**config.mk**
```make
export PLATFORM = sky130hd
export DESIGN_NAME = spc_atan_step
export DESIGN_NICKNAME = d
export VERILOG_FILES = /design/src/design/spc_pkg.sv /design/src/design/spc_atan_step.sv
export SDC_FILE = /design/constraint.sdc
export NUM_CORES = 2
export LEC_CHECK = 0
export BUFFER_PORTS_ARGS = -buffer_cell sky130_fd_sc_hd__buf_4
export CORE_ASPECT_RATIO = 1.1
export CORE_MARGIN = 2
export CORE_UTILIZATION = 45
export DETAILED_ROUTE_END_ITERATION = 10
export PLACE_DENSITY = 0.66
export SLEW_MARGIN = 15
export SYNTH_ARGS = -nofsm -noshare
export SYNTH_HDL_FRONTEND = slang
export SYNTH_SLANG_ARGS = --single-unit
```
**constraint.sdc**
```tcl
create_clock -name vclk -period 28.9
set_input_delay 5.78 -clock vclk [all_inputs]
set_output_delay 5.78 -clock vclk [all_outputs]
set_load 0.005 [all_outputs]
```
**src/design/spc_pkg.sv**
```systemverilog
package spc_pkg;

    // Field widths of the words on both channels.
    localparam int AXIS_W = 9;
    localparam int MAG_W  = 8;
    localparam int ANG_W  = 9;

    // Internal widths.  The magnitude of an axis reaches 256 when an input is -256.
    localparam int ABS_W  = AXIS_W;
    localparam int SQ_W   = 2 * ABS_W - 1;
    localparam int SUM_W  = SQ_W + 1;
    localparam int RAD_W  = 31;
    localparam int DEG_W  = 6;
    localparam int TRIG_W = 52;
    localparam int PROD_W = ABS_W + TRIG_W;

    localparam int AXIS_FULL_SCALE_DEF = 255;
    localparam int PCT_SCALE           = 10000;

    // Highest whole degree held in the sine and cosine tables.
    localparam int ATAN_TOP     = 44;
    localparam int TAB_SIZE     = 2 ** DEG_W;
    localparam int SERIES_TERMS = 24;

    localparam logic [ANG_W-1:0] ANGLE_EIGHTH  = ANG_W'(45);
    localparam logic [ANG_W-1:0] ANGLE_QUARTER = ANG_W'(90);
    localparam logic [ANG_W-1:0] ANGLE_HALF    = ANG_W'(180);
    localparam logic [ANG_W-1:0] ANGLE_FULL    = ANG_W'(360);

    // Pipeline layout: stage of the axis prep, stage of the percent scaling,
    // first stage of the degree search and of the root search, and the angle fixup.
    localparam int PREP_STAGE  = 0;
    localparam int SCALE_STAGE = 1;
    localparam int ATAN_FIRST  = 1;
    localparam int FIX_STAGE   = ATAN_FIRST + DEG_W;
    localparam int ROOT_FIRST  = 2;
    localparam int NUM_STAGES  = ROOT_FIRST + MAG_W;

    localparam logic [63:0] PI_Q62  = 64'hC90FDAA22168C235;
    localparam logic [63:0] ONE_Q62 = 64'h4000000000000000;

    typedef struct packed {
        logic swap;
        logic eq;
        logic px_neg;
        logic py_neg;
        logic center;
    } t_dir;

    typedef struct packed {
        logic [SUM_W-1:0] sq_sum;
        logic [RAD_W-1:0] rem;
        logic [RAD_W-1:0] tq;
        logic [MAG_W-1:0] mag;
        logic [ABS_W-1:0] lo;
        logic [ABS_W-1:0] hi;
        logic [DEG_W-1:0] d;
        t_dir             dir;
        logic [ANG_W-1:0] angle;
    } t_word;

    typedef logic [TRIG_W-1:0] t_trig_tab [TAB_SIZE];

    function automatic logic [63:0] mul_q62(input logic [63:0] a, input logic [63:0] b);
        logic [127:0] p;
        p = {64'd0, a} * {64'd0, b};
        return p[125:62];
    endfunction

    // Sine or cosine of whole degrees in Q52, summed as a Taylor series in Q62.
    function automatic t_trig_tab build_trig(input logic want_cos);
        t_trig_tab   tab;
        logic [63:0] one_deg;
        logic [63:0] x;
        logic [63:0] x2;
        logic [63:0] s;
        logic [63:0] c;
        logic [63:0] ts;
        logic [63:0] tc;
        one_deg = PI_Q62 / 64'd180;
        for (int i = 0; i < TAB_SIZE; i++) begin
            tab[i] = '0;
        end
        for (int d = 1; d <= ATAN_TOP; d++) begin
            x  = one_deg * 64'(d);
            x2 = mul_q62(x, x);
            s  = x;
            c  = ONE_Q62;
            ts = x;
            tc = ONE_Q62;
            for (int k = 1; k < SERIES_TERMS; k++) begin
                ts = mul_q62(ts, x2) / 64'((2 * k) * (2 * k + 1));
                tc = mul_q62(tc, x2) / 64'((2 * k - 1) * (2 * k));
                if ((k & 1) != 0) begin
                    s = s - ts;
                    c = c - tc;
                end else begin
                    s = s + ts;
                    c = c + tc;
                end
            end
            if (want_cos) begin
                tab[d] = TRIG_W'((c + 64'd512) >> 10);
            end else begin
                tab[d] = TRIG_W'((s + 64'd512) >> 10);
            end
        end
        return tab;
    endfunction

    localparam t_trig_tab SIN_TAB = build_trig(1'b0);
    localparam t_trig_tab COS_TAB = build_trig(1'b1);

endpackage

```
**src/design/spc_atan_step.sv**
```systemverilog
module spc_atan_step #(
    parameter int BIT_POS = 0
) (
    input  spc_pkg::t_word i_word,
    output spc_pkg::t_word o_word
);

    localparam logic [spc_pkg::DEG_W-1:0] StepMask = spc_pkg::DEG_W'(1 << BIT_POS);

    logic [spc_pkg::DEG_W-1:0]  w_cand;
    logic [spc_pkg::PROD_W-1:0] w_lhs;
    logic [spc_pkg::PROD_W-1:0] w_rhs;
    logic                       w_take;

    // A degree k is reached when lo * cos(k) >= hi * sin(k).
    assign w_cand = i_word.d | StepMask;
    assign w_lhs  = spc_pkg::PROD_W'(i_word.lo) * spc_pkg::PROD_W'(spc_pkg::COS_TAB[w_cand]);
    assign w_rhs  = spc_pkg::PROD_W'(i_word.hi) * spc_pkg::PROD_W'(spc_pkg::SIN_TAB[w_cand]);
    assign w_take = (w_cand <= spc_pkg::DEG_W'(spc_pkg::ATAN_TOP)) && (w_lhs >= w_rhs);

    always_comb begin
        o_word = i_word;
        if (w_take) begin
            o_word.d = w_cand;
        end
    end

endmodule

```
==> flow_summary.toml <==
[logic_synthesis]
yosysWarnings = 0
synth_top_area_share = 0.420
synthesis.nets = 5167
yosysUniqueCellTypes = 87
yosysMostFrequentCell = "fa_1"
avgSynthCellArea_um2 = 8.16
synthTopCellsByArea = "fa_1 (42%), ha_1 (9.1%), inv_1 (7.7%)"
syn_area_um2 = 33400
synth_largest_area_cell = "fa_1"
synth_cells = 4097
seq_area_frac_synth = 0
synthTopCellsByCount = "fa_1 (702), inv_1 (684), nand2_1 (549)"

[finish]
nClkBuffers = 0
drive_above_1_share = 0.0290
nFlopsAndLatches = 0
area_growth_pct = 0.539
antennaDiodeCount = 0
multi_input_area_um2 = 29300
num-fill-cells = 7341
regArea_um2 = 0
nets = 4940

[global_routing]
use_met3 = 0.0285
met1_usage = 0.329
first_global_vias = 29200
grt_max_degree = 84
antenna_found_initial = 1
grt_overflow = 0
grt_util_all_layers = 0.261
grt_busiest_layer = "met2"
grtUsageMet2 = 0.450
grt_pass1_wl_mm = 159

[floorplan]
initial_core_util = 0.456
io_pins = 252
row_count = 104
die_h_um = 290
die_x_um = 264
design.core.area_um2 = 73400
fp.dieArea_um2 = 76500

[power_and_ir_drop]
power_leakage_nw = 17.0
irDropWorstVdd_mv = 0.114
power_density_nw_per_um2 = 123

[clocking]
cts_hold_buf = 0
cts_resized = 0
cts_setup_buffers = 0

[drt]
wl_mm = 98.0
drt_iter0_markers = 2167
wire_per_inst_um = 20.3
drtAntennaViolNets = 0
vias_per_cell = 5.68
vias = 27400
first_pass_iters = 5
drc = 0

[sta]
finalMaxSlewViolations = 0
slew_headroom = 0.185
finalCriticalPeriod_ps = 21560
tns_ps = 0
fmax_ghz = 0.0464
setup_viol = 0
fin_crit_sh = 0.746
setup_ws_ps = 7340
hold_viol = 0
rsz0062_at_grt = "false"
worst_slew_pin_slew_ps = 1220

[worst_hold_path]
min_to = "o_word[100]"
min_path_cells = 0
min_path_type = "in2out"
min_from = "i_word[100]"

[worst_setup_path]
critPathTopFamily = "compound AO/OA/AOI/OAI gates"
cp.required_ps = 23120
critPathMaxStageDelay_ps = 920
critPathLaunchType = "input pin"
crit_arrival_ps = 15780
crit_type = "in2out"
cp-end-kind = "primary output"
cp_num_buf_inv = 4
crit_slowest_cell = "ha_1"
crit_fanout = 23

[placed_design]
place.gp.congestion = 1.05
place_ws_ps = 7560
hpwl_mm = 76.8
numPortBuffers = 48

[outcome]
run_status = "finished, final reports clean"

[job]
max-cap-violations = 0
## placed cells by master (no fill, tap or decap), types with 5 or more instances in the layout
| master | n |
|---|---|
| or2_2 | 10 |
| a21oi_1 | 208 |
| fa_1 | 702 |
| a22o_1 | 7 |
| or3_1 | 5 |
| o21ai_1 | 34 |
| a221o_1 | 5 |
| buf_4 | 76 |
| and3_1 | 33 |
| a311oi_1 | 6 |
| inv_1 | 684 |
| a211oi_1 | 8 |
| xor2_1 | 54 |
| o211ai_1 | 6 |
| o21ai_0 | 106 |
| o31ai_1 | 7 |
| o2111ai_1 | 6 |
| nor3_1 | 33 |
| and4_1 | 5 |
| nand3_1 | 46 |
| xnor2_1 | 54 |
| and2_1 | 410 |
| o21a_1 | 19 |
| nor2b_1 | 103 |
| a2111oi_0 | 5 |
| a31oi_1 | 30 |
| o21bai_1 | 19 |
| nand4_1 | 32 |
| nor2_1 | 111 |
| nand2_1 | 549 |
| nand2b_1 | 44 |
| o22ai_1 | 22 |
| ha_1 | 242 |
| a21o_1 | 102 |
## area by class of cell
cell class | count | area share
repair buffers | 76 | 0.0170
well taps | 954 | 0.0355
multi-input cells | 3105 | 0.871
inverters | 687 | 0.0767
## metal layers
| layer | vias up | routed length, um |
|---|---|---|
| met5 | - | 16 |
| met4 | 2 | 5350 |
| met3 | 272 | 5910 |
| met2 | 994 | 47900 |
| met1 | 13900 | 38800 |
| li1 | 12200 | - |
## stage by stage
stage	utilization	power (mW)	std cells	instance area [um2]	hold WS [ps]
after floorplan	-	3.04	4097	33400	11640
after global placement	0.458	4.03	4821	33600	11560
after detailed placement	0.458	4.07	4822	33600	11560
after CTS	0.458	4.10	4822	33600	11560
after global routing	0.458	4.66	4822	33600	11560
final	0.458	4.13	4822	33600	11560
## where the power goes
part	switching, mW	internal (mW)
clock network	0	0
registers	0	0
logic	2.45	1.67
## worst max path at each step
stage                     startpoint    endpoint  slack [ps]  cells past startpoint
after floorplan           i_word[15]  o_word[14]        9800                     33
after global placement    i_word[16]  o_word[14]        7490                     33
after detailed placement  i_word[16]  o_word[14]        7560                     31
after CTS                 i_word[16]  o_word[14]        7530                     31
after global routing      i_word[16]  o_word[14]        6830                     33
final                     i_word[16]  o_word[14]        7340                     33
## cell families after synthesis
kind of cell               synth area share
AOI/OAI and AO/OA                     0.123
xor gates and xnor gates             0.0283
adders and majority gates             0.511
buffers and inverters                 0.126
muxes                               0.00120
and+or+nand+nor                       0.211
Power figures use the tool's default switching activity.
