File: src/design/spc_pkg.sv
package spc_pkg;

    // Field widths of the words on both channels.
    localparam int AXIS_W = 9;
    localparam int MAG_W  = 8;
    localparam int ANG_W  = 9;

    // Internal widths.  The magnitude of an axis reaches 256 when an input is -256.
    localparam int ABS_W  = AXIS_W;
    localparam int SQ_W   = 2 * ABS_W - 1;
    localparam int SUM_W  = SQ_W + 1;
    localparam int RAD_W  = 31;
    localparam int DEG_W  = 6;
    localparam int TRIG_W = 52;
    localparam int PROD_W = ABS_W + TRIG_W;

    localparam int AXIS_FULL_SCALE_DEF = 255;
    localparam int PCT_SCALE           = 10000;

    // Highest whole degree held in the sine and cosine tables.
    localparam int ATAN_TOP     = 44;
    localparam int TAB_SIZE     = 2 ** DEG_W;
    localparam int SERIES_TERMS = 24;

    localparam logic [ANG_W-1:0] ANGLE_EIGHTH  = ANG_W'(45);
    localparam logic [ANG_W-1:0] ANGLE_QUARTER = ANG_W'(90);
    localparam logic [ANG_W-1:0] ANGLE_HALF    = ANG_W'(180);
    localparam logic [ANG_W-1:0] ANGLE_FULL    = ANG_W'(360);

    // Pipeline layout: stage of the axis prep, stage of the percent scaling,
    // first stage of the degree search and of the root search, and the angle fixup.
    localparam int PREP_STAGE  = 0;
    localparam int SCALE_STAGE = 1;
    localparam int ATAN_FIRST  = 1;
    localparam int FIX_STAGE   = ATAN_FIRST + DEG_W;
    localparam int ROOT_FIRST  = 2;
    localparam int NUM_STAGES  = ROOT_FIRST + MAG_W;

    localparam logic [63:0] PI_Q62  = 64'hC90FDAA22168C235;
    localparam logic [63:0] ONE_Q62 = 64'h4000000000000000;

    typedef struct packed {
        logic swap;
        logic eq;
        logic px_neg;
        logic py_neg;
        logic center;
    } t_dir;

    typedef struct packed {
        logic [SUM_W-1:0] sq_sum;
        logic [RAD_W-1:0] rem;
        logic [RAD_W-1:0] tq;
        logic [MAG_W-1:0] mag;
        logic [ABS_W-1:0] lo;
        logic [ABS_W-1:0] hi;
        logic [DEG_W-1:0] d;
        t_dir             dir;
        logic [ANG_W-1:0] angle;
    } t_word;

    typedef logic [TRIG_W-1:0] t_trig_tab [TAB_SIZE];

    function automatic logic [63:0] mul_q62(input logic [63:0] a, input logic [63:0] b);
        logic [127:0] p;
        p = {64'd0, a} * {64'd0, b};
        return p[125:62];
    endfunction

    // Sine or cosine of whole degrees in Q52, summed as a Taylor series in Q62.
    function automatic t_trig_tab build_trig(input logic want_cos);
        t_trig_tab   tab;
        logic [63:0] one_deg;
        logic [63:0] x;
        logic [63:0] x2;
        logic [63:0] s;
        logic [63:0] c;
        logic [63:0] ts;
        logic [63:0] tc;
        one_deg = PI_Q62 / 64'd180;
        for (int i = 0; i < TAB_SIZE; i++) begin
            tab[i] = '0;
        end
        for (int d = 1; d <= ATAN_TOP; d++) begin
            x  = one_deg * 64'(d);
            x2 = mul_q62(x, x);
            s  = x;
            c  = ONE_Q62;
            ts = x;
            tc = ONE_Q62;
            for (int k = 1; k < SERIES_TERMS; k++) begin
                ts = mul_q62(ts, x2) / 64'((2 * k) * (2 * k + 1));
                tc = mul_q62(tc, x2) / 64'((2 * k - 1) * (2 * k));
                if ((k & 1) != 0) begin
                    s = s - ts;
                    c = c - tc;
                end else begin
                    s = s + ts;
                    c = c + tc;
                end
            end
            if (want_cos) begin
                tab[d] = TRIG_W'((c + 64'd512) >> 10);
            end else begin
                tab[d] = TRIG_W'((s + 64'd512) >> 10);
            end
        end
        return tab;
    endfunction

    localparam t_trig_tab SIN_TAB = build_trig(1'b0);
    localparam t_trig_tab COS_TAB = build_trig(1'b1);

endpackage

File: src/design/spc_root_step.sv
module spc_root_step #(
    parameter int AXIS_FULL_SCALE = spc_pkg::AXIS_FULL_SCALE_DEF,
    parameter int BIT_POS         = 0
) (
    input  spc_pkg::t_word i_word,
    output spc_pkg::t_word o_word
);

    localparam int FsqW  = 2 * $clog2(AXIS_FULL_SCALE + 1);
    localparam int TqTop = spc_pkg::RAD_W + spc_pkg::MAG_W;
    localparam int SqTop = FsqW + 2 * spc_pkg::MAG_W - 2;
    localparam int TestW = ((TqTop > SqTop) ? TqTop : SqTop) + 1;
    localparam logic [FsqW-1:0] FsSq = FsqW'(AXIS_FULL_SCALE * AXIS_FULL_SCALE);

    logic [TestW-1:0] w_test;
    logic [TestW-1:0] w_tq_add;
    logic             w_fit;

    // rem holds N - S*m*m and tq holds S*m, with S the full scale squared.
    // Setting bit j of m costs S*(2^(j+1)*m + 2^(2j)).
    assign w_test   = (TestW'(i_word.tq) << (BIT_POS + 1)) + (TestW'(FsSq) << (2 * BIT_POS));
    assign w_tq_add = TestW'(FsSq) << BIT_POS;
    assign w_fit    = w_test <= TestW'(i_word.rem);

    always_comb begin
        o_word = i_word;
        if (w_fit) begin
            o_word.rem          = i_word.rem - spc_pkg::RAD_W'(w_test);
            o_word.tq           = i_word.tq + spc_pkg::RAD_W'(w_tq_add);
            o_word.mag[BIT_POS] = 1'b1;
        end
    end

endmodule

File: config.mk
export PLATFORM = sky130hd
export DESIGN_NAME = spc_root_step
export DESIGN_NICKNAME = d
export VERILOG_FILES = /design/src/design/spc_pkg.sv /design/src/design/spc_root_step.sv
export SDC_FILE = /design/constraint.sdc
export NUM_CORES = 1
export LEC_CHECK = 0
export ABC_AREA = 0
export BUFFER_PORTS_ARGS = -buffer_cell sky130_fd_sc_hd__clkbuf_2
export CELL_PAD_IN_SITES_DETAIL_PLACEMENT = 1
export CELL_PAD_IN_SITES_GLOBAL_PLACEMENT = 1
export CORE_MARGIN = 10
export CORE_UTILIZATION = 31
export DETAILED_ROUTE_END_ITERATION = 8
export PLACE_DENSITY = 0.81
export SLEW_MARGIN = 15
export SYNTH_ARGS = -nofsm -noshare
export SYNTH_HDL_FRONTEND = slang
export SYNTH_SLANG_ARGS = --single-unit
File: constraint.sdc
create_clock -name vclk -period 5.08
set_clock_uncertainty 0.2 [all_clocks]
set_input_delay 0.508 -clock vclk [all_inputs]
set_output_delay 0.508 -clock vclk [all_outputs]
set_load 0.01 [all_outputs]
==> impl_summary.log <==
INFO  metric run_status = finished clean
INFO  metric post_route_cells_drive_above_1_share = 30.1%
INFO  metric power.switching_fraction = between 50% and 60%
INFO  metric n_antenna_cell = 0
INFO  metric final.period_utilization = a little under 100%
INFO  metric power.density = 121 nW/µm²
INFO  metric grt_start_max_net_pins = 29
INFO  metric ys_warn_count = 0
INFO  metric total_leakage_power = 2.63 nW
INFO  metric global_route.usage.total = around 15%
INFO  metric synth_cell_type_count = 58
INFO  metric grt_pass1_vias = 4665
INFO  metric p_sw = between 300 and 400 µW
INFO  metric p_comb_share = 100.0%
INFO  metric ioPinCount = around 250
INFO  metric cellInternalPower = ~260 µW
INFO  metric vias = around 4600
INFO  metric area_growth_syn_to_layout = 18.4%
INFO  metric max_slew_margin = a little over 60%
INFO  metric layout.nets = about 910
INFO  metric place_hpwl = roughly 13000 µm
INFO  metric critical_path_peak_fanout = 7
INFO  metric final_cell_mix = 126 x clkbuf_2, 70 x inv_1, 63 x nand2_1
INFO  metric synth.avg_cell_area = just under 7 µm²
INFO  metric placementRows = 43
INFO  metric area_used_by_multi_input_combinational_logic = ~3600 µm²
INFO  metric finalWorstPathRequiredPeriod = approximately 5.0 ns
INFO  metric initial_antenna_violation_count = 0
INFO  metric finalNonFillerCells = roughly 900
INFO  metric critPathRequiredTime = 4.37 ns
INFO  metric fillerInstances = about 1800
INFO  metric post-route-drc-count = 0
INFO  metric finalWirelength = 15500 µm
INFO  metric die-width = 138 µm
INFO  metric crit_arrival = approximately 4.3 ns
INFO  metric die_height = roughly 140 µm
INFO  metric ant_nets = 0
INFO  metric worst_hold_path_type = input port to output port
INFO  metric numSequentialCells = 0
INFO  metric setup_viol = 0
INFO  metric final_max_slew_viol_count = 0
INFO  metric min_path_cells = 0
INFO  metric synth.net_count = between 800 and 900
INFO  metric ff_latch_area = 0 µm²
INFO  metric grt_first_pass_wirelength = 23600 µm
INFO  metric starting_density_of_the_core = around 31%
INFO  metric floorplan_die_area = roughly 19000 µm²
INFO  metric ir_worst_vdd = around 0.044 mV
INFO  metric synth_area = about 4300 µm²
INFO  metric clock_power_share = 0%
INFO  metric n_clock_buffer = 0
INFO  metric post_drt_wl_per_cell = between 15 and 20 µm
INFO  metric port_buffers = roughly 130
INFO  metric synth_cells = roughly 640
INFO  metric core_area = 13800 µm²
INFO  metric critPathCaptureType = output port
INFO  metric tightestPinTransition = around 0.56 ns
INFO  metric seqPwrFrac = 0%
INFO  metric crit_path_start_kind = input port
INFO  metric critical_path_class = input port to output port
INFO  metric initialDrtViolationCount = around 140
INFO  metric place_congestion = roughly 0.88
INFO  metric synth_sequential_area_ratio = 0%
INFO  metric drt_pass1_iterations = 4
INFO  metric max_capacitance_violation_count = 0
INFO  metric commonest_non_fill_non_tap_cell_in_the_layout = clkbuf_2
INFO  metric globalRouteOverflowTotal = 0
INFO  metric vias_per_cell = ~5.1
INFO  metric timing.hold.ws = 0.816 ns
INFO  metric placed_cells = about 900
INFO  metric final-hold-violation-count = 0
INFO  metric fmax = around 200 MHz
-- repair_timing --
action                     CTS  global route
setup buffers                1            11
setup endpoints to repair    6            61
resized for setup            1            24
hold buffers                 0             0
pin swaps                    2             9
-- path summary, 6_finish.rpt --
| kind | start | slack (ns) | to |
|---|---|---|---|
| worst min-delay path | i_word[108] | 0.82 | o_word[108] |
| worst max-delay path | i_word[56] | 0.08 | o_word[101] |
-- critical path, cell delays in order --
cell and delay, ns:
clkbuf_2 0.09, or4_4 0.59, o21ai_4 0.30, nor3_1 0.09
xor2_1 0.29, ha_1 0.37, o21a_1 0.22, o2111ai_2 0.21
a211oi_2 0.13, a2111oi_4 0.27, a21oi_4 0.15, buf_12 0.16
clkbuf_4 0.18, or4b_1 0.48, nand3_1 0.10, clkbuf_2 0.13
-- metrics by stage --
| step | util, % | power, mW | TNS (ns) | area, µm² | worst slack (ns) |
|---|---|---|---|---|---|
| 6_report | 37.0 | 0.618 | 0 | 5100 | 0.0770 |
| 2_1_floorplan | - | 0.409 | 0 | 4310 | 0.349 |
| 3_3_place_gp | 35.5 | 0.579 | 0 | 4890 | 0.0164 |
| 4_1_cts | 35.5 | 0.595 | 0 | 4890 | 0.00537 |
| 5_1_grt | 37.0 | 0.682 | -0.0335 | 5100 | -0.0319 |
| 3_5_place_dp | 35.5 | 0.590 | -0.0628 | 4890 | -0.0628 |
-- synth_stat cells, types with 4 or more instances --
library cell	instances	area [µm²]
o211ai_1	6	45.0
nand2_1	64	240
o21bai_1	4	30.0
nand3_1	11	55.1
inv_1	70	263
nor2_1	44	165
o21a_1	7	52.6
a21oi_1	45	225
and3_1	4	25.0
nand2b_1	4	25.0
o21ai_0	30	150
xnor2_1	33	289
xor2_1	44	385
a21o_1	18	135
buf_4	64	480
nor4_1	4	25.0
a211oi_1	4	30.0
nor3_1	13	65.1
clkbuf_1	14	52.6
nand4_1	9	56.3
ha_1	61	763
nor3_2	4	40.0
and4_1	5	43.8
nor4_2	4	50.1
o21ai_1	12	60.1
and2_1	4	25.0
-- power groups by stage --
stage                     logic [mW]  registers [mW]  clock network (mW)
after floorplan                0.409               0                   0
after global placement         0.579               0                   0
after detailed placement       0.590               0                   0
after CTS                      0.595               0                   0
after global routing           0.682               0                   0
final                          0.618               0                   0
-- area by class of cell --
cell class                 instances  area share, %
multi-input combinational        479           70.1
timing repair buffer             173           20.3
tap                              180           4.42
inverter                          70           5.15
-- kinds of logic (layout without fill, tap and decap cells) --
kind of cell	after synthesis	in the layout	share of synthesized area (%)
adder cells (fa/ha/maj)	62	62	18.2
XOR/XNOR	77	77	15.7
AO/OA/AOI/OAI	149	149	22.0
buffers and inverters	156	243	19.8
multiplexers	5	5	1.36
AND/OR/NAND/NOR	186	186	23.1
-- routing by layer --
metal  part of all wire [%]  track usage [%]  up-vias  wire (µm)
met5                      0                0        -          0
met4                    1.8             2.49        0        276
met3                    4.7             1.92       27        728
met2                     50             26.8      106       7700
met1                     44             18.7     2189       6800
li1                       -                -     2264          -
Power figures use the tool's default switching activity.
