<file path="src/design/spc_pkg.sv">
package spc_pkg;

    // Field widths of the words on both channels.
    localparam int AXIS_W = 9;
    localparam int MAG_W  = 8;
    localparam int ANG_W  = 9;

    // Internal widths.  The magnitude of an axis reaches 256 when an input is -256.
    localparam int ABS_W  = AXIS_W;
    localparam int SQ_W   = 2 * ABS_W - 1;
    localparam int SUM_W  = SQ_W + 1;
    localparam int RAD_W  = 31;
    localparam int DEG_W  = 6;
    localparam int TRIG_W = 52;
    localparam int PROD_W = ABS_W + TRIG_W;

    localparam int AXIS_FULL_SCALE_DEF = 255;
    localparam int PCT_SCALE           = 10000;

    // Highest whole degree held in the sine and cosine tables.
    localparam int ATAN_TOP     = 44;
    localparam int TAB_SIZE     = 2 ** DEG_W;
    localparam int SERIES_TERMS = 24;

    localparam logic [ANG_W-1:0] ANGLE_EIGHTH  = ANG_W'(45);
    localparam logic [ANG_W-1:0] ANGLE_QUARTER = ANG_W'(90);
    localparam logic [ANG_W-1:0] ANGLE_HALF    = ANG_W'(180);
    localparam logic [ANG_W-1:0] ANGLE_FULL    = ANG_W'(360);

    // Pipeline layout: stage of the axis prep, stage of the percent scaling,
    // first stage of the degree search and of the root search, and the angle fixup.
    localparam int PREP_STAGE  = 0;
    localparam int SCALE_STAGE = 1;
    localparam int ATAN_FIRST  = 1;
    localparam int FIX_STAGE   = ATAN_FIRST + DEG_W;
    localparam int ROOT_FIRST  = 2;
    localparam int NUM_STAGES  = ROOT_FIRST + MAG_W;

    localparam logic [63:0] PI_Q62  = 64'hC90FDAA22168C235;
    localparam logic [63:0] ONE_Q62 = 64'h4000000000000000;

    typedef struct packed {
        logic swap;
        logic eq;
        logic px_neg;
        logic py_neg;
        logic center;
    } t_dir;

    typedef struct packed {
        logic [SUM_W-1:0] sq_sum;
        logic [RAD_W-1:0] rem;
        logic [RAD_W-1:0] tq;
        logic [MAG_W-1:0] mag;
        logic [ABS_W-1:0] lo;
        logic [ABS_W-1:0] hi;
        logic [DEG_W-1:0] d;
        t_dir             dir;
        logic [ANG_W-1:0] angle;
    } t_word;

    typedef logic [TRIG_W-1:0] t_trig_tab [TAB_SIZE];

    function automatic logic [63:0] mul_q62(input logic [63:0] a, input logic [63:0] b);
        logic [127:0] p;
        p = {64'd0, a} * {64'd0, b};
        return p[125:62];
    endfunction

    // Sine or cosine of whole degrees in Q52, summed as a Taylor series in Q62.
    function automatic t_trig_tab build_trig(input logic want_cos);
        t_trig_tab   tab;
        logic [63:0] one_deg;
        logic [63:0] x;
        logic [63:0] x2;
        logic [63:0] s;
        logic [63:0] c;
        logic [63:0] ts;
        logic [63:0] tc;
        one_deg = PI_Q62 / 64'd180;
        for (int i = 0; i < TAB_SIZE; i++) begin
            tab[i] = '0;
        end
        for (int d = 1; d <= ATAN_TOP; d++) begin
            x  = one_deg * 64'(d);
            x2 = mul_q62(x, x);
            s  = x;
            c  = ONE_Q62;
            ts = x;
            tc = ONE_Q62;
            for (int k = 1; k < SERIES_TERMS; k++) begin
                ts = mul_q62(ts, x2) / 64'((2 * k) * (2 * k + 1));
                tc = mul_q62(tc, x2) / 64'((2 * k - 1) * (2 * k));
                if ((k & 1) != 0) begin
                    s = s - ts;
                    c = c - tc;
                end else begin
                    s = s + ts;
                    c = c + tc;
                end
            end
            if (want_cos) begin
                tab[d] = TRIG_W'((c + 64'd512) >> 10);
            end else begin
                tab[d] = TRIG_W'((s + 64'd512) >> 10);
            end
        end
        return tab;
    endfunction

    localparam t_trig_tab SIN_TAB = build_trig(1'b0);
    localparam t_trig_tab COS_TAB = build_trig(1'b1);

endpackage

</file>
<file path="src/design/spc_angle_fix.sv">
module spc_angle_fix (
    input  spc_pkg::t_word i_word,
    output spc_pkg::t_word o_word
);

    logic [spc_pkg::ANG_W-1:0] w_sf;
    logic [spc_pkg::ANG_W-1:0] w_step;
    logic [spc_pkg::ANG_W-1:0] w_pf;
    logic [spc_pkg::ANG_W-1:0] w_pc;
    logic [spc_pkg::ANG_W-1:0] w_fl;
    logic                      w_exact;

    // w_sf is the floor of the smaller octant angle; w_step is one unless it is exact.
    assign w_sf    = i_word.dir.eq ? spc_pkg::ANGLE_EIGHTH : spc_pkg::ANG_W'(i_word.d);
    assign w_exact = i_word.dir.eq || ((i_word.d == '0) && (i_word.lo == '0));
    assign w_step  = w_exact ? '0 : spc_pkg::ANG_W'(1);

    always_comb begin
        if (i_word.dir.swap) begin
            w_pf = spc_pkg::ANGLE_QUARTER - w_sf - w_step;
            w_pc = spc_pkg::ANGLE_QUARTER - w_sf;
        end else begin
            w_pf = w_sf;
            w_pc = w_sf + w_step;
        end
        w_fl = i_word.dir.px_neg ? (spc_pkg::ANGLE_HALF - w_pc) : w_pf;

        o_word = i_word;
        if (i_word.dir.center) begin
            o_word.angle = spc_pkg::ANGLE_HALF;
        end else if (i_word.dir.py_neg && (w_fl != '0)) begin
            o_word.angle = spc_pkg::ANGLE_FULL - w_fl;
        end else begin
            o_word.angle = w_fl;
        end
    end

endmodule

</file>
<file path="config.mk">
export PLATFORM = sky130hd
export DESIGN_NAME = spc_angle_fix
export DESIGN_NICKNAME = d
export VERILOG_FILES = /design/src/design/spc_pkg.sv /design/src/design/spc_angle_fix.sv
export SDC_FILE = /design/constraint.sdc
export NUM_CORES = 1
export LEC_CHECK = 0
export BUFFER_PORTS_ARGS = -buffer_cell sky130_fd_sc_hd__buf_2
export CORE_AREA = 2 2 98 100
export DETAILED_ROUTE_END_ITERATION = 10
export DIE_AREA = 0 0 100 102
export PLACE_DENSITY = 0.59
export SLEW_MARGIN = 20
export SYNTH_ARGS = -nofsm -noshare
export SYNTH_HDL_FRONTEND = slang
export SYNTH_SLANG_ARGS = --single-unit
</file>
<file path="constraint.sdc">
create_clock -name vclk -period 9.55
set_clock_uncertainty 0.2 [all_clocks]
set_input_delay 0 -clock vclk [all_inputs]
set_output_delay 0 -clock vclk [all_outputs]
set_load 0.05 [all_outputs]
</file>
==> out/metrics.sh <==
WL_PER_CELL_UM=12.9
WORSTSETUPENDPOINTTYPE='primary output'
POST_SYNTH_INSTANCE_AREA_MM2=0.00211
CRITICAL_PATH.SLOWEST_CELL='sky130_fd_sc_hd__xnor2_1'
FINAL.PERIOD_UTILIZATION=0.385
SYNTH_TOP_CELL_BY_AREA='sky130_fd_sc_hd__buf_4'
ARRIVAL_NS=3.48
TIMING.FINAL.MAX_SLEW_VIOLATIONS=0
CRIT_PATH_FREQUENT_CELL='sky130_fd_sc_hd__ha_1'
SETUP_TOTAL_NEGATIVE_SLACK_NS=0
DR_TOTAL_VIAS=1929
P_LEAK_nW=1.04
SYNTH_CELL_TYPES=63
FINAL.SETUP.WORST_SLACK_NS=5.87
FINALWIRELENGTH_UM=5300
N_ANTENNA_CELL=0
MIN_PERIOD_NS=3.68
INITIAL_UTILIZATION=0.231
TIMING.FMAX_GHz=0.272
CRITPATHKIND='in2out'
SYNTH.AREA.TOP_CELLS='sky130_fd_sc_hd__buf_4 42%, sky130_fd_sc_hd__ha_1 4.2%, sky130_fd_sc_hd__xnor2_1 3.3%, sky130_fd_sc_hd__mux2i_1 2.9%, sky130_fd_sc_hd__a21oi_1 2.6%'
WHS_PATH_DEPTH=2
POWER_CONSUMPTION_mW=0.225
WORST_SETUP_PATH_START_KIND='primary input'
FLOORPLAN.DIE.HEIGHT_UM=102
CLKBUF_COUNT=0
MAXIMUM_NUMBER_OF_PINS_ON_ONE_NET_BEFORE_GLOBAL_ROUTE_REPAIR=23
FINAL-SETUP-VIOL-COUNT=0
POWER_DENSITY_mW_PER_MM2=89.4
ESTIMATED_WIRELENGTH_OF_THE_DETAIL_PLACED_DESIGN_UM=3480
CORE_REGION_AREA_MM2=0.00911
DIE-WIDTH_UM=100
PORT_BUFFERS=49
GRTUSAGETOTAL=0.0853
FINAL-INSTANCE-COUNT-EXCL-FILL=410
SEQ_CELL_COUNT=0
DESIGN.DIE.AREA_MM2=0.0102
NUMBER_OF_REMAINING_DRC_ERRORS=0
CP.DEPTH=16
CP_TOP_FAMILY='compound AO/OA/AOI/OAI gates'
OVERFLOW_LEFT_AFTER_GLOBAL_ROUTING=0
WORST_EP_REQUIRED_TIME_NS=9.35
COMMONEST_NON_FILL_NON_TAP_CELL_IN_THE_LAYOUT='sky130_fd_sc_hd__dlygate4sd3_1'
SYN_AVG_CELL_AREA_UM2=7.50
NETS=434
LAYOUT-DRIVE-GT1-SHARE=0.221
HP-CLASS='in2out'
PER_CELL_VIA_COUNT_IN_THE_ROUTED_DESIGN=4.70
DRV_CAP=0
STATUS='complete, no violations'
VDD.IR_DROP.WORST_mV=0.0280
SYNTH_FP_NETS=414
IO-PIN-COUNT=252
CRIT_CHAIN='buf_2 > nor4_1 > a41oi_1 > ha_1 > ha_1 > a21oi_1 > ha_1 > mux2i_1 > xnor2_1 > a21oi_1 > xnor2_1 > o211a_1 > nand4_4 > o21a_1 > o31ai_2 > buf_2'
CRITICAL_PATH_PEAK_FANOUT=15
GLOBAL_ROUTE_WIRE_LENGTH_BEFORE_REPAIR_UM=7510
CRITICAL_PATH.MAX_STAGE_DELAY_NS=0.31
AREA.GROWTH.SYNTH_TO_FINAL_PCT=19.7
REGAREA_UM2=0
MOST_USED_CELLS_IN_THE_LAYOUT_EXCLUDING_FILL_AND_TAP_CELLS='97 x sky130_fd_sc_hd__dlygate4sd3_1, 49 x sky130_fd_sc_hd__buf_2, 11 x sky130_fd_sc_hd__a21oi_1, 10 x sky130_fd_sc_hd__nor2_1, 9 x sky130_fd_sc_hd__o21ai_0'
ROWS=35
PATH_BUF_INV=2
DRT-INITIAL-DRC-COUNT=87
GRT_SETUP_UNREPAIRED='false'
FINALCOREUTILIZATION=0.277
PLACE_INST=313
GLOBALPLACE.CONGESTION=0.813
ANTENNA_VIOLATING_NETS_POST_ROUTE=0
POST-PLACE-WS_NS=5.83
MAX_SLEW_MARGIN=0.650
FIRST_GLOBAL_VIAS=1691
GRT_ANTENNA_BEFORE_REPAIR=0
DRT-PASS1-ITER-COUNT=4
SYNTH.TOP_CELL.AREA_SHARE=0.417
HOLD_VIOL_FINAL=0
YOSYS_WARN_COUNT=0
YS_SEQ_AREA_FRAC=0
TRANSITION_TIME_AT_THE_PIN_WITH_THE_LEAST_SLEW_MARGIN_NS=0.524
SYNTHCELLS=281
POSTCTSSETUPREPAIRBUFS=0
-- kinds of logic after synthesis --
family | count (synthesis) | share of synthesized area
compound gates | 67 | 0.251
xor+xnor | 9 | 0.0374
fa+ha+maj | 7 | 0.0416
buf+inv | 132 | 0.454
mux | 8 | 0.0445
simple gates | 58 | 0.172
-- metal layers --
metal	track usage	vias to the layer above	wire length, um
met5	0	-	0
met4	0.0148	0	62
met3	0.00205	6	350
met2	0.187	126	3000
met1	0.0901	889	1890
li1	-	908	-
-- synthesized netlist by cell type (2+ instances only) --
master and number:
sky130_fd_sc_hd__buf_6 2, sky130_fd_sc_hd__o21bai_1 2, sky130_fd_sc_hd__clkbuf_1 2, sky130_fd_sc_hd__nand2_1 6
sky130_fd_sc_hd__or3_1 3, sky130_fd_sc_hd__inv_1 3, sky130_fd_sc_hd__a31oi_1 4, sky130_fd_sc_hd__xnor2_1 8
sky130_fd_sc_hd__nand3b_1 4, sky130_fd_sc_hd__o21ai_0 9, sky130_fd_sc_hd__nor2_1 10, sky130_fd_sc_hd__and2_1 4
sky130_fd_sc_hd__nor2b_1 3, sky130_fd_sc_hd__buf_2 5, sky130_fd_sc_hd__nor3_1 4, sky130_fd_sc_hd__o211ai_1 6
sky130_fd_sc_hd__o21a_1 2, sky130_fd_sc_hd__o21ai_1 6, sky130_fd_sc_hd__and3_1 2, sky130_fd_sc_hd__buf_4 117
sky130_fd_sc_hd__nand2b_1 4, sky130_fd_sc_hd__and3b_1 4, sky130_fd_sc_hd__a21o_1 3, sky130_fd_sc_hd__a21oi_1 11
sky130_fd_sc_hd__nor4_1 4, sky130_fd_sc_hd__ha_1 7, sky130_fd_sc_hd__buf_1 2, sky130_fd_sc_hd__nand3_1 3
sky130_fd_sc_hd__mux2i_1 6, sky130_fd_sc_hd__o2111ai_1 2
-- where the power goes --
part	internal (mW)	switching (mW)	leakage, nW	total, mW
Combinational	0.0627	0.163	1.04	0.225
Clock	0	0	0	0
Sequential	0	0	0	0
-- repair_timing --
item,CTS,global route
hold buffers,97,0
hold endpoints to repair,97,0
resized for setup,0,0
setup endpoints to repair,0,0
-- final timing paths --
kind / from / to / slack [ns]
worst min-delay path: i_word[35] / o_word[35] / 0.10
worst max-delay path: i_word[17] / o_word[1] / 5.87
-- stage by stage --
step,cell area (um2),hold slack (ns)
final,2520,0.102
after global routing,2520,0.106
after CTS,2520,0.103
after detailed placement,1550,-0.200
after global placement,1550,-0.200
after floorplan,2110,-0.0329
-- layout make-up --
cell class / instances / area [um2]
Inverter: 4 / 15.0
Fill cell: 972 / 6590
Timing Repair Buffer: 146 / 1220
Tap cell: 111 / 139
Multi-Input combinational cell: 149 / 1150
No activity file was read; power rests on OpenSTA's default activity.
