File: src/design/spc_pkg.sv
package spc_pkg;

    // Field widths of the words on both channels.
    localparam int AXIS_W = 9;
    localparam int MAG_W  = 8;
    localparam int ANG_W  = 9;

    // Internal widths.  The magnitude of an axis reaches 256 when an input is -256.
    localparam int ABS_W  = AXIS_W;
    localparam int SQ_W   = 2 * ABS_W - 1;
    localparam int SUM_W  = SQ_W + 1;
    localparam int RAD_W  = 31;
    localparam int DEG_W  = 6;
    localparam int TRIG_W = 52;
    localparam int PROD_W = ABS_W + TRIG_W;

    localparam int AXIS_FULL_SCALE_DEF = 255;
    localparam int PCT_SCALE           = 10000;

    // Highest whole degree held in the sine and cosine tables.
    localparam int ATAN_TOP     = 44;
    localparam int TAB_SIZE     = 2 ** DEG_W;
    localparam int SERIES_TERMS = 24;

    localparam logic [ANG_W-1:0] ANGLE_EIGHTH  = ANG_W'(45);
    localparam logic [ANG_W-1:0] ANGLE_QUARTER = ANG_W'(90);
    localparam logic [ANG_W-1:0] ANGLE_HALF    = ANG_W'(180);
    localparam logic [ANG_W-1:0] ANGLE_FULL    = ANG_W'(360);

    // Pipeline layout: stage of the axis prep, stage of the percent scaling,
    // first stage of the degree search and of the root search, and the angle fixup.
    localparam int PREP_STAGE  = 0;
    localparam int SCALE_STAGE = 1;
    localparam int ATAN_FIRST  = 1;
    localparam int FIX_STAGE   = ATAN_FIRST + DEG_W;
    localparam int ROOT_FIRST  = 2;
    localparam int NUM_STAGES  = ROOT_FIRST + MAG_W;

    localparam logic [63:0] PI_Q62  = 64'hC90FDAA22168C235;
    localparam logic [63:0] ONE_Q62 = 64'h4000000000000000;

    typedef struct packed {
        logic swap;
        logic eq;
        logic px_neg;
        logic py_neg;
        logic center;
    } t_dir;

    typedef struct packed {
        logic [SUM_W-1:0] sq_sum;
        logic [RAD_W-1:0] rem;
        logic [RAD_W-1:0] tq;
        logic [MAG_W-1:0] mag;
        logic [ABS_W-1:0] lo;
        logic [ABS_W-1:0] hi;
        logic [DEG_W-1:0] d;
        t_dir             dir;
        logic [ANG_W-1:0] angle;
    } t_word;

    typedef logic [TRIG_W-1:0] t_trig_tab [TAB_SIZE];

    function automatic logic [63:0] mul_q62(input logic [63:0] a, input logic [63:0] b);
        logic [127:0] p;
        p = {64'd0, a} * {64'd0, b};
        return p[125:62];
    endfunction

    // Sine or cosine of whole degrees in Q52, summed as a Taylor series in Q62.
    function automatic t_trig_tab build_trig(input logic want_cos);
        t_trig_tab   tab;
        logic [63:0] one_deg;
        logic [63:0] x;
        logic [63:0] x2;
        logic [63:0] s;
        logic [63:0] c;
        logic [63:0] ts;
        logic [63:0] tc;
        one_deg = PI_Q62 / 64'd180;
        for (int i = 0; i < TAB_SIZE; i++) begin
            tab[i] = '0;
        end
        for (int d = 1; d <= ATAN_TOP; d++) begin
            x  = one_deg * 64'(d);
            x2 = mul_q62(x, x);
            s  = x;
            c  = ONE_Q62;
            ts = x;
            tc = ONE_Q62;
            for (int k = 1; k < SERIES_TERMS; k++) begin
                ts = mul_q62(ts, x2) / 64'((2 * k) * (2 * k + 1));
                tc = mul_q62(tc, x2) / 64'((2 * k - 1) * (2 * k));
                if ((k & 1) != 0) begin
                    s = s - ts;
                    c = c - tc;
                end else begin
                    s = s + ts;
                    c = c + tc;
                end
            end
            if (want_cos) begin
                tab[d] = TRIG_W'((c + 64'd512) >> 10);
            end else begin
                tab[d] = TRIG_W'((s + 64'd512) >> 10);
            end
        end
        return tab;
    endfunction

    localparam t_trig_tab SIN_TAB = build_trig(1'b0);
    localparam t_trig_tab COS_TAB = build_trig(1'b1);

endpackage

File: src/design/spc_prep.sv
module spc_prep (
    input  logic signed [spc_pkg::AXIS_W-1:0] i_axis_x,
    input  logic signed [spc_pkg::AXIS_W-1:0] i_axis_y,
    output spc_pkg::t_word                    o_word
);

    logic [spc_pkg::ABS_W-1:0] w_abs_x;
    logic [spc_pkg::ABS_W-1:0] w_abs_y;
    logic [spc_pkg::SQ_W-1:0]  w_sq_x;
    logic [spc_pkg::SQ_W-1:0]  w_sq_y;
    logic                      w_swap;

    assign w_abs_x = i_axis_x[spc_pkg::AXIS_W-1] ? $unsigned(-i_axis_x) : $unsigned(i_axis_x);
    assign w_abs_y = i_axis_y[spc_pkg::AXIS_W-1] ? $unsigned(-i_axis_y) : $unsigned(i_axis_y);
    assign w_sq_x  = spc_pkg::SQ_W'(w_abs_x) * spc_pkg::SQ_W'(w_abs_x);
    assign w_sq_y  = spc_pkg::SQ_W'(w_abs_y) * spc_pkg::SQ_W'(w_abs_y);

    // The angle is taken on the rotated pair (-y, -x), so |x| is the opposite side.
    assign w_swap = w_abs_x > w_abs_y;

    always_comb begin
        o_word            = '0;
        o_word.sq_sum     = spc_pkg::SUM_W'(w_sq_x) + spc_pkg::SUM_W'(w_sq_y);
        o_word.lo         = w_swap ? w_abs_y : w_abs_x;
        o_word.hi         = w_swap ? w_abs_x : w_abs_y;
        o_word.dir.swap   = w_swap;
        o_word.dir.eq     = w_abs_x == w_abs_y;
        o_word.dir.px_neg = !i_axis_y[spc_pkg::AXIS_W-1] && (i_axis_y != '0);
        o_word.dir.py_neg = !i_axis_x[spc_pkg::AXIS_W-1] && (i_axis_x != '0);
        o_word.dir.center = (i_axis_x == '0) && (i_axis_y == '0);
    end

endmodule

File: config.mk
export PLATFORM = sky130hd
export DESIGN_NAME = spc_prep
export DESIGN_NICKNAME = d
export VERILOG_FILES = /design/src/design/spc_pkg.sv /design/src/design/spc_prep.sv
export SDC_FILE = /design/constraint.sdc
export NUM_CORES = 1
export LEC_CHECK = 0
export BUFFER_PORTS_ARGS = -buffer_cell sky130_fd_sc_hd__buf_2
export CORE_MARGIN = 5
export CORE_UTILIZATION = 55
export DETAILED_ROUTE_END_ITERATION = 10
export PLACE_DENSITY = 0.82
export SLEW_MARGIN = 20
export SYNTH_ARGS = -nofsm -noshare
export SYNTH_HDL_FRONTEND = slang
export SYNTH_SLANG_ARGS = --single-unit
File: constraint.sdc
create_clock -name vclk -period 9.7
set_input_delay 0.97 -clock vclk [all_inputs]
set_output_delay 0.97 -clock vclk [all_outputs]
set_load 0.005 [all_outputs]
==> summary.md, run 1 <==
| Metric | Value |
|---|---|
| Status | complete, no violations |
| Hold Path Origin | i_axis_y[8] |
| Starting DRT DRC Count | 319 |
| CP required | ~8.7 ns |
| DRT antenna net count | 0 |
| Post-synthesis average cell area | 7.846 um2 |
| CP max stage delay | 0.55 ns |
| GR Overflow Total | 0 |
| Seq/Total Area, Yosys | 0% |
| TritonRoute pass-1 iters | 5 |
| Number of synthesis warnings | 0 |
| Dpl hpwl | 11910 um |
| Final setup margin | 0.7070 ns |
| Critical Path Source Type | input pin |
| Vias in the first global route | between 4k and 5k |
| Total number of vias | ~4.9k |
| Antenna cell count | 0 |
| Flip-flop and latch count | 0 |
| Die footprint | 0.01302 mm2 |
| Wire per inst | roughly 14 um |
| Synth Instances | 760 |
| Via/cell ratio | 5.087 |
| Crit path time final | 8.993 ns |
| Number of port buffers | between 50 and 60 |
| Most frequent cells in the layout | inv_1, conb_1, ha_1, nor2_1, fa_1 |
| Largest net degree at the start of global routing | 16 |
| Hold path endpoint | o_word[11] |
| Delay-heaviest family, CP | adder cells |
| Number of clock-tree buffers in the layout | 0 |
| Die X | 114.1 um |
| Die Height | 114.1 um |
| Hold Path Stages | 3 |
| # DRC | 0 |
| RSZ-0062 raised after global routing | false |
| Max Slew Vio Count | 0 |
| Antenna violations before repair | 0 |
| Worst slew margin | 47.03% |
| Final GP Congestion | between 0.9 and 1 |
| Worst-path maximum fanout | 10 |
| Slowest CP cell | fa_1 |
| Worst setup EP type | output port |
| Post-route clock period utilization | about 90% |
| Register area | 0 um2 |
| Post_cts resized | 0 |
| Max Clk Rate | approximately 0.11 GHz |
| Pre-CTS setup slack | 0.5291 ns |
| Final hold vios | 0 |
| Gr usage total | 20.64% |
| Tightest Pin Transition | roughly 0.79 ns |
| Final wirelength | around 13000 um |
| Cts hold-fix bufs | 0 |
| Max Cap Viol | 0 |
| CP dominant cell by count | o21ai_0 |
| Top cell type's share of synthesized area | between 20% and 30% |
| Post-Route Setup TNS | 0 ns |
| Fin nets | just over 1k |
| Worst Path Buf+Inv | 8 |
| Area contributors post-synth | fa_1, ha_1, buf_4, inv_1, xnor2_1 |
| CP Class | input pin to output port |
| Row cnt | 38 |
| First-pass GRT wire length | 22380 um |
| Hold Crit Class | input pin to output port |
| Largest area contributor in the netlist | fa_1 |
| Leading cell type in the layout, fill and taps excluded | inv_1 |
| I/O pin count | 144 |
| Core area | between 0.01 and 0.015 mm2 |
| Share of cells above drive strength 1 | approximately 11% |
| Post-CTS Setup Repair Bufs | 0 |
| Synth cell types | 61 |
| Layout area overhead | 3.777% |
| Synthesized area | 0.005963 mm2 |
| Setup violations, final | 0 |
| Arr. time, crit path | 8.02 ns |
| Initial Util | 55.50% |
## kinds of logic after synthesis
group / after synthesis / share of synthesized area, %
buf+inv: 244 / 21.17
mux: 17 / 2.895
compound gates: 111 / 12.48
xor+xnor: 59 / 8.665
fa+ha+maj: 159 / 41.78
simple gates: 169 / 12.95
other cells: 1 / 0.06289
## worst max-delay path by stage
| stage | depth (start not counted) | endpoint | start |
|---|---|---|---|
| after floorplan | 30 | o_word[124] | i_axis_y[0] |
| after global placement | 30 | o_word[124] | i_axis_y[0] |
| after detailed placement | 30 | o_word[124] | i_axis_y[0] |
| after CTS | 30 | o_word[124] | i_axis_y[0] |
| after global routing | 30 | o_word[124] | i_axis_x[0] |
| final | 30 | o_word[124] | i_axis_y[0] |
## stage by stage
| step | cells | cell area, um2 | utilization (%) | hold WS [ns] |
|---|---|---|---|---|
| after floorplan | 854 | 6316 | - | 2.070 |
| after global placement | 971 | 6177 | 57.49 | 2.330 |
| after detailed placement | 971 | 6177 | 57.49 | 2.344 |
| after CTS | 971 | 6177 | 57.49 | 2.335 |
| after global routing | 971 | 6188 | 57.59 | 2.373 |
| final | 971 | 6188 | 57.59 | 2.332 |
## area by class of cell
cell class | instances | area, um2
tap | 140 | 175.2
fill | 999 | 4557
multi-input combinational | 610 | 5061
inverter | 150 | 566.8
timing repair buffer | 71 | 385.4
## synth_stat cells (3+ instances only)
cell and instances:
nand2_1 42, fa_1 67, o21ai_0 29, a211oi_1 7, and3_1 3, nor4_1 3
mux2i_1 15, nor2_1 75, nor3_1 5, o211ai_1 5, or3_1 3, clkinv_1 6
inv_1 144, nand2b_1 8, xor2_1 23, and2_1 3, ha_1 91, a21oi_1 26
a31oi_1 3, o21a_1 3, xnor2_1 36, a21o_1 10, nor2b_1 3, nand3_1 6
buf_4 86, o21bai_1 3, clkbuf_1 6, or2_2 8
## layer usage
layer  vias up  track usage [%]  routed length [um]  share of wire, %
li1       2411                -                   -                 -
met5         -                0                   0                 0
met2       177            37.24                6555                49
met1      2321            26.72                5553                42
met4         0            5.780                 408               3.1
met3        30            1.163                 777               5.8
Power of run 1 is left out: the tool's default activity adds up to more than one toggle a clock period on the data nets, which glitch-free logic cannot reach.
==> inputs of run 2 (changes only) <==
--- a/config.mk
+++ b/config.mk
@@ -5,11 +5,12 @@
 export SDC_FILE = /design/constraint.sdc
 export NUM_CORES = 1
 export LEC_CHECK = 0
+export ABC_AREA = 1
 export BUFFER_PORTS_ARGS = -buffer_cell sky130_fd_sc_hd__buf_2
 export CORE_MARGIN = 5
 export CORE_UTILIZATION = 55
 export DETAILED_ROUTE_END_ITERATION = 10
-export PLACE_DENSITY = 0.82
+export PLACE_DENSITY = 0.81
 export SLEW_MARGIN = 20
 export SYNTH_ARGS = -nofsm -noshare
 export SYNTH_HDL_FRONTEND = slang
==> run 2 against run 1 <==
  * Via count increased by 6.6%
  * Final cell count increased by 12%
  * Non-clock buffer count decreased by 11
  * Sequential cell count unchanged
  * Utilization increased by 0.33 points
  * First-iteration DRC count increased by 16%
  * Wire length increased by 1.6%
==> summary.md, run 2 <==
| Metric | Value |
|---|---|
| Design Area, Final | 0.006334 mm2 |
| Core area | 0.01094 mm2 |
| Dpl hpwl | around 12000 um |
| Largest area contributor in the netlist | fa_1 |
| Max Slew Vio Count | 0 |
| Die X | 116.1 um |
| # DRC | 0 |
| Worst hold slack | ~2.3 ns |
| CP required | 8.73 ns |
| Critical Path Source Type | input pin |
| Hold path endpoint | o_word[29] |
| Hold Path Origin | i_axis_x[0] |
| Post-Route Setup TNS | 0 ns |
| Worst setup EP type | output port |
| Synth Instances | 889 |
| Synthesized area | 0.006196 mm2 |
| Fin nets | 1127 |
| Placed inst area | about 0.0063 mm2 |
| Number of synthesis warnings | 0 |
| Leading cell type in the layout, fill and taps excluded | inv_1 |
| Crit path time final | 8.699 ns |
| CP dominant cell by count | inv_1 |
| Share of cells above drive strength 1 | 9.273% |
| Die Height | ~120 um |
| Area contributors post-synth | fa_1, ha_1, inv_1, buf_4, nand2_1 |
| Total number of vias | 5266 |
| Post-CTS Setup Repair Bufs | 0 |
| Most frequent cells in the layout | inv_1, nand2_1, conb_1, ha_1, nor2_1 |
| Worst-path maximum fanout | 11 |
| Final hold vios | 0 |
| Register area | 0 um2 |
| Starting DRT DRC Count | 369 |
| Top cell type's share of synthesized area | 21.65% |
| Max Clk Rate | 0.1150 GHz |
| Synth cell types | 41 |
| Cell with the most instances after synthesis | inv_1 |
| CP Class | input pin to output port |
| Synth cell count leaders | inv_1, nand2_1, ha_1, buf_4, nor2_1 |
| Critical path origin | i_axis_y[0] |
| Cts hold-fix bufs | 0 |
| Setup violations, final | 0 |
| Final GP Congestion | between 0.9 and 1 |
| CP max stage delay | 0.56 ns |
| Final wirelength | 13510 um |
| Wire per inst | 12.40 um |
| Arr. time, crit path | 7.73 ns |
| Final design utilization | between 50% and 60% |
| TritonRoute pass-1 iters | 5 |
| I/O pin count | 144 |
| Via/cell ratio | between 4 and 5 |
| DRT antenna net count | 0 |
| Row cnt | 38 |
| Seq/Total Area, Yosys | 0% |
| First-pass GRT wire length | roughly 22000 um |
| Number of clock-tree buffers in the layout | 0 |
| Hold Crit Class | input pin to output port |
| Tightest Pin Transition | 0.7576 ns |
| Slowest CP cell | fa_1 |
| Post-route clock period utilization | 89.68% |
| Post_cts resized | 0 |
| # fillers | ~1.1k |
| Die footprint | 0.01349 mm2 |
| Status | complete, no violations |
| Worst slew margin | 48.96% |
| Antenna violations before repair | 0 |
| Vias in the first global route | 4888 |
| Hold Path Stages | 4 |
| Gr usage total | around a fifth |
| GR Overflow Total | 0 |
| Max Cap Viol | 0 |
| Number of port buffers | 59 |
| Post-synthesis average cell area | 6.970 um2 |
| Largest net degree at the start of global routing | 19 |
| Antenna cell count | 0 |
| Flip-flop and latch count | 0 |
| Layout area overhead | 2.221% |
| Initial Util | 56.66% |
| RSZ-0062 raised after global routing | false |
==> run 2: cell count changes in the layout (fill, tap and decap cells not counted), moves of 15 or more <==
cell	delta
nand3_1	+42
mux2i_1	-15
inv_1	+52
xor2_1	+15
nand2_1	+108
xnor2_1	-19
==> run 2: cell type report <==
| cell class | instances | area, um2 | area share [%] |
|---|---|---|---|
| Inverter | 204 | 770.7 | 12.17 |
| Timing Repair Buffer | 60 | 302.8 | 4.781 |
| Tap cell | 140 | 175.2 | 2.766 |
| Multi-Input combinational cell | 685 | 5085 | 80.28 |
==> run 2: kinds of logic after synthesis <==
kind of cell / after synthesis / share of synthesized area (%)
buffers and inverters: 298 / 23.63
other: 1 / 0.06052
XOR/XNOR: 54 / 7.633
adder cells (fa/ha/maj): 158 / 40.02
AND/OR/NAND/NOR: 300 / 21.37
AO/OA/AOI/OAI: 78 / 7.290
==> run 2: metrics by stage <==
step	std cells	setup slack [ns]
6_report	1089	1.001
5_1_grt	1089	0.4496
4_1_cts	1089	1.020
3_5_place_dp	1089	1.066
3_3_place_gp	1089	1.164
2_1_floorplan	983	2.306
==> run 2: metal layers <==
layer	share of wire [%]	wire length, um	vias up	GRT usage (%)
li1	-	-	2657	-
met1	46	6160	2397	27.78
met2	47	6287	198	33.41
met3	6.9	931	14	1.399
met4	0.94	127	0	2.088
met5	0	0	-	0
==> run 2: critical path, delay by kind of cell <==
family | cells | cell delay (ns)
and+or+nand+nor | 9 | 1.24
adders and majority gates | 7 | 3.07
xor gates and xnor gates | 2 | 0.32
AOI/OAI and AO/OA | 5 | 1.03
buffers and inverters | 9 | 1.11
==> run 2: worst max-delay path by stage <==
stage                       end  slack (ns)  cells past startpoint
finish              o_word[123]        1.00                     32
global route        o_word[123]        0.45                     32
CTS                 o_word[123]        1.02                     32
detailed placement  o_word[123]        1.07                     32
global placement    o_word[123]        1.16                     32
floorplan           o_word[123]        2.31                     27
Power of run 2 is left out for the same reason.
==> inputs of run 3 (changes only) <==
--- a/config.mk
+++ b/config.mk
@@ -11,6 +11,7 @@
 export CORE_UTILIZATION = 55
 export DETAILED_ROUTE_END_ITERATION = 10
 export PLACE_DENSITY = 0.81
+export REMOVE_ABC_BUFFERS = 1
 export SLEW_MARGIN = 20
 export SYNTH_ARGS = -nofsm -noshare
 export SYNTH_HDL_FRONTEND = slang
==> run 3 against run 2 <==
  * Sequential share of layout area unchanged
  * Die area unchanged
  * Clock-buffer cell count unchanged
  * Critical endpoint unchanged
  * Sequential cell count unchanged
  * Design area increased by 0.12%
  * Global-route usage increased by 0.24 points
  * Critical path depth unchanged
  * Maximum frequency increased by 0.54%
  * Non-clock buffer count increased by 1
==> summary.md, run 3 (same netlist as run 2, synthesis figures left out) <==
| Metric | Value |
|---|---|
| Final GP Congestion | 0.9011 |
| Tightest Pin Transition | 0.7363 ns |
| I/O pin count | 144 |
| Via/cell ratio | 4.776 |
| First-pass GRT wire length | 22220 um |
| Antenna cell count | 0 |
| Final hold vios | 0 |
| Slowest CP cell | fa_1 |
| Die Height | about 120 um |
| Die X | 116.1 um |
| Antenna violations before repair | 0 |
| Hold Path Origin | i_axis_x[0] |
| Most frequent cells in the layout | inv_1, nand2_1, conb_1, ha_1, nor2_1 |
| Critical Path Source Type | input pin |
| Arr. time, crit path | 7.68 ns |
| DRT antenna net count | 0 |
| Post_cts resized | 0 |
| Flip-flop and latch count | 0 |
| Hold Crit Class | input pin to output port |
| Post-CTS Setup Repair Bufs | 0 |
| Wire per inst | 12.21 um |
| TritonRoute pass-1 iters | 5 |
| Row cnt | 38 |
| Post-Route Setup TNS | 0 ns |
| Fin nets | approximately 1.1k |
| Die footprint | 0.01349 mm2 |
| Worst slew margin | 50.39% |
| Leading cell type in the layout, fill and taps excluded | inv_1 |
| Register area | 0 um2 |
| # DRC | 0 |
| Setup violations, final | 0 |
| Largest net degree at the start of global routing | 19 |
| CP Class | input pin to output port |
| # fillers | 1067 |
| Max Clk Rate | 0.1156 GHz |
| Final wirelength | roughly 13000 um |
| CP required | 8.73 ns |
| Max Cap Viol | 0 |
| Post-route clock period utilization | 89.20% |
| RSZ-0062 raised after global routing | false |
| Core area | 0.01094 mm2 |
| Hold path endpoint | o_word[29] |
| Final setup margin | roughly 1.0 ns |
| Gr usage total | 19.65% |
| GR Overflow Total | 0 |
| CP max stage delay | roughly 0.55 ns |
| Initial Util | 56.66% |
| Worst setup EP type | output port |
| Max Slew Vio Count | 0 |
| Inst Count DP | ~1.1k |
| Dpl hpwl | 11960 um |
| Layout area overhead | 2.342% |
| Vias in the first global route | 5016 |
| Number of clock-tree buffers in the layout | 0 |
| Worst-path maximum fanout | 11 |
| Cts hold-fix bufs | 0 |
| Number of port buffers | between 50 and 60 |
| Status | complete, no violations |
| Hold Path Stages | 4 |
| Total number of vias | 5206 |
| Pre-CTS setup slack | 1.131 ns |
| CP dominant cell by count | inv_1 |
| Fin cells | 1090 |
| Starting DRT DRC Count | 420 |
| Crit path time final | 8.652 ns |
| Share of cells above drive strength 1 | 9.368% |
run 3: cell types whose count changed in the layout (fill, tap and decap cells not counted):
cell   previous run  this run
buf_4             1         2
run 3: final cells by class:
| cell class | count | area [um2] | area share, % |
|---|---|---|---|
| inverter | 204 | 770.7 | 12.15 |
| multi-input combinational | 685 | 5085 | 80.19 |
| tap | 140 | 175.2 | 2.762 |
| timing repair buffer | 61 | 310.3 | 4.893 |
run 3: stage by stage:
step / area [um2] / utilization (%) / hold slack [ns]
2_1_floorplan: 5856 / - / 1.968
3_3_place_gp: 6341 / 57.99 / 2.263
3_5_place_dp: 6341 / 57.99 / 2.265
4_1_cts: 6341 / 57.99 / 2.266
5_1_grt: 6341 / 57.99 / 2.300
6_report: 6341 / 57.99 / 2.259
run 3: routing by layer:
layer | wire length (um) | part of all wire, % | GRT usage (%)
met2 | 6142 | 46 | 33.95
met3 | 1000 | 7.5 | 1.969
met5 | 0 | 0 | 0
met4 | 155 | 1.2 | 1.933
met1 | 6009 | 45 | 27.74
run 3: how the worst max path moves through the flow:
stage,depth (start not counted),slack [ns],from,endpoint
after CTS,32,1.11,i_axis_y[0],o_word[123]
after detailed placement,32,1.13,i_axis_y[0],o_word[123]
after global routing,32,0.62,i_axis_y[0],o_word[123]
after floorplan,31,2.19,i_axis_y[0],o_word[123]
final,32,1.05,i_axis_y[0],o_word[123]
after global placement,32,1.15,i_axis_y[0],o_word[123]
run 3: critical path, delay by kind of cell:
family | cells | cell delay (ns)
compound gates | 5 | 1.00
xor+xnor | 2 | 0.33
simple gates | 9 | 1.21
buf+inv | 9 | 1.09
fa+ha+maj | 7 | 3.05
Power of run 3 is left out for the same reason.
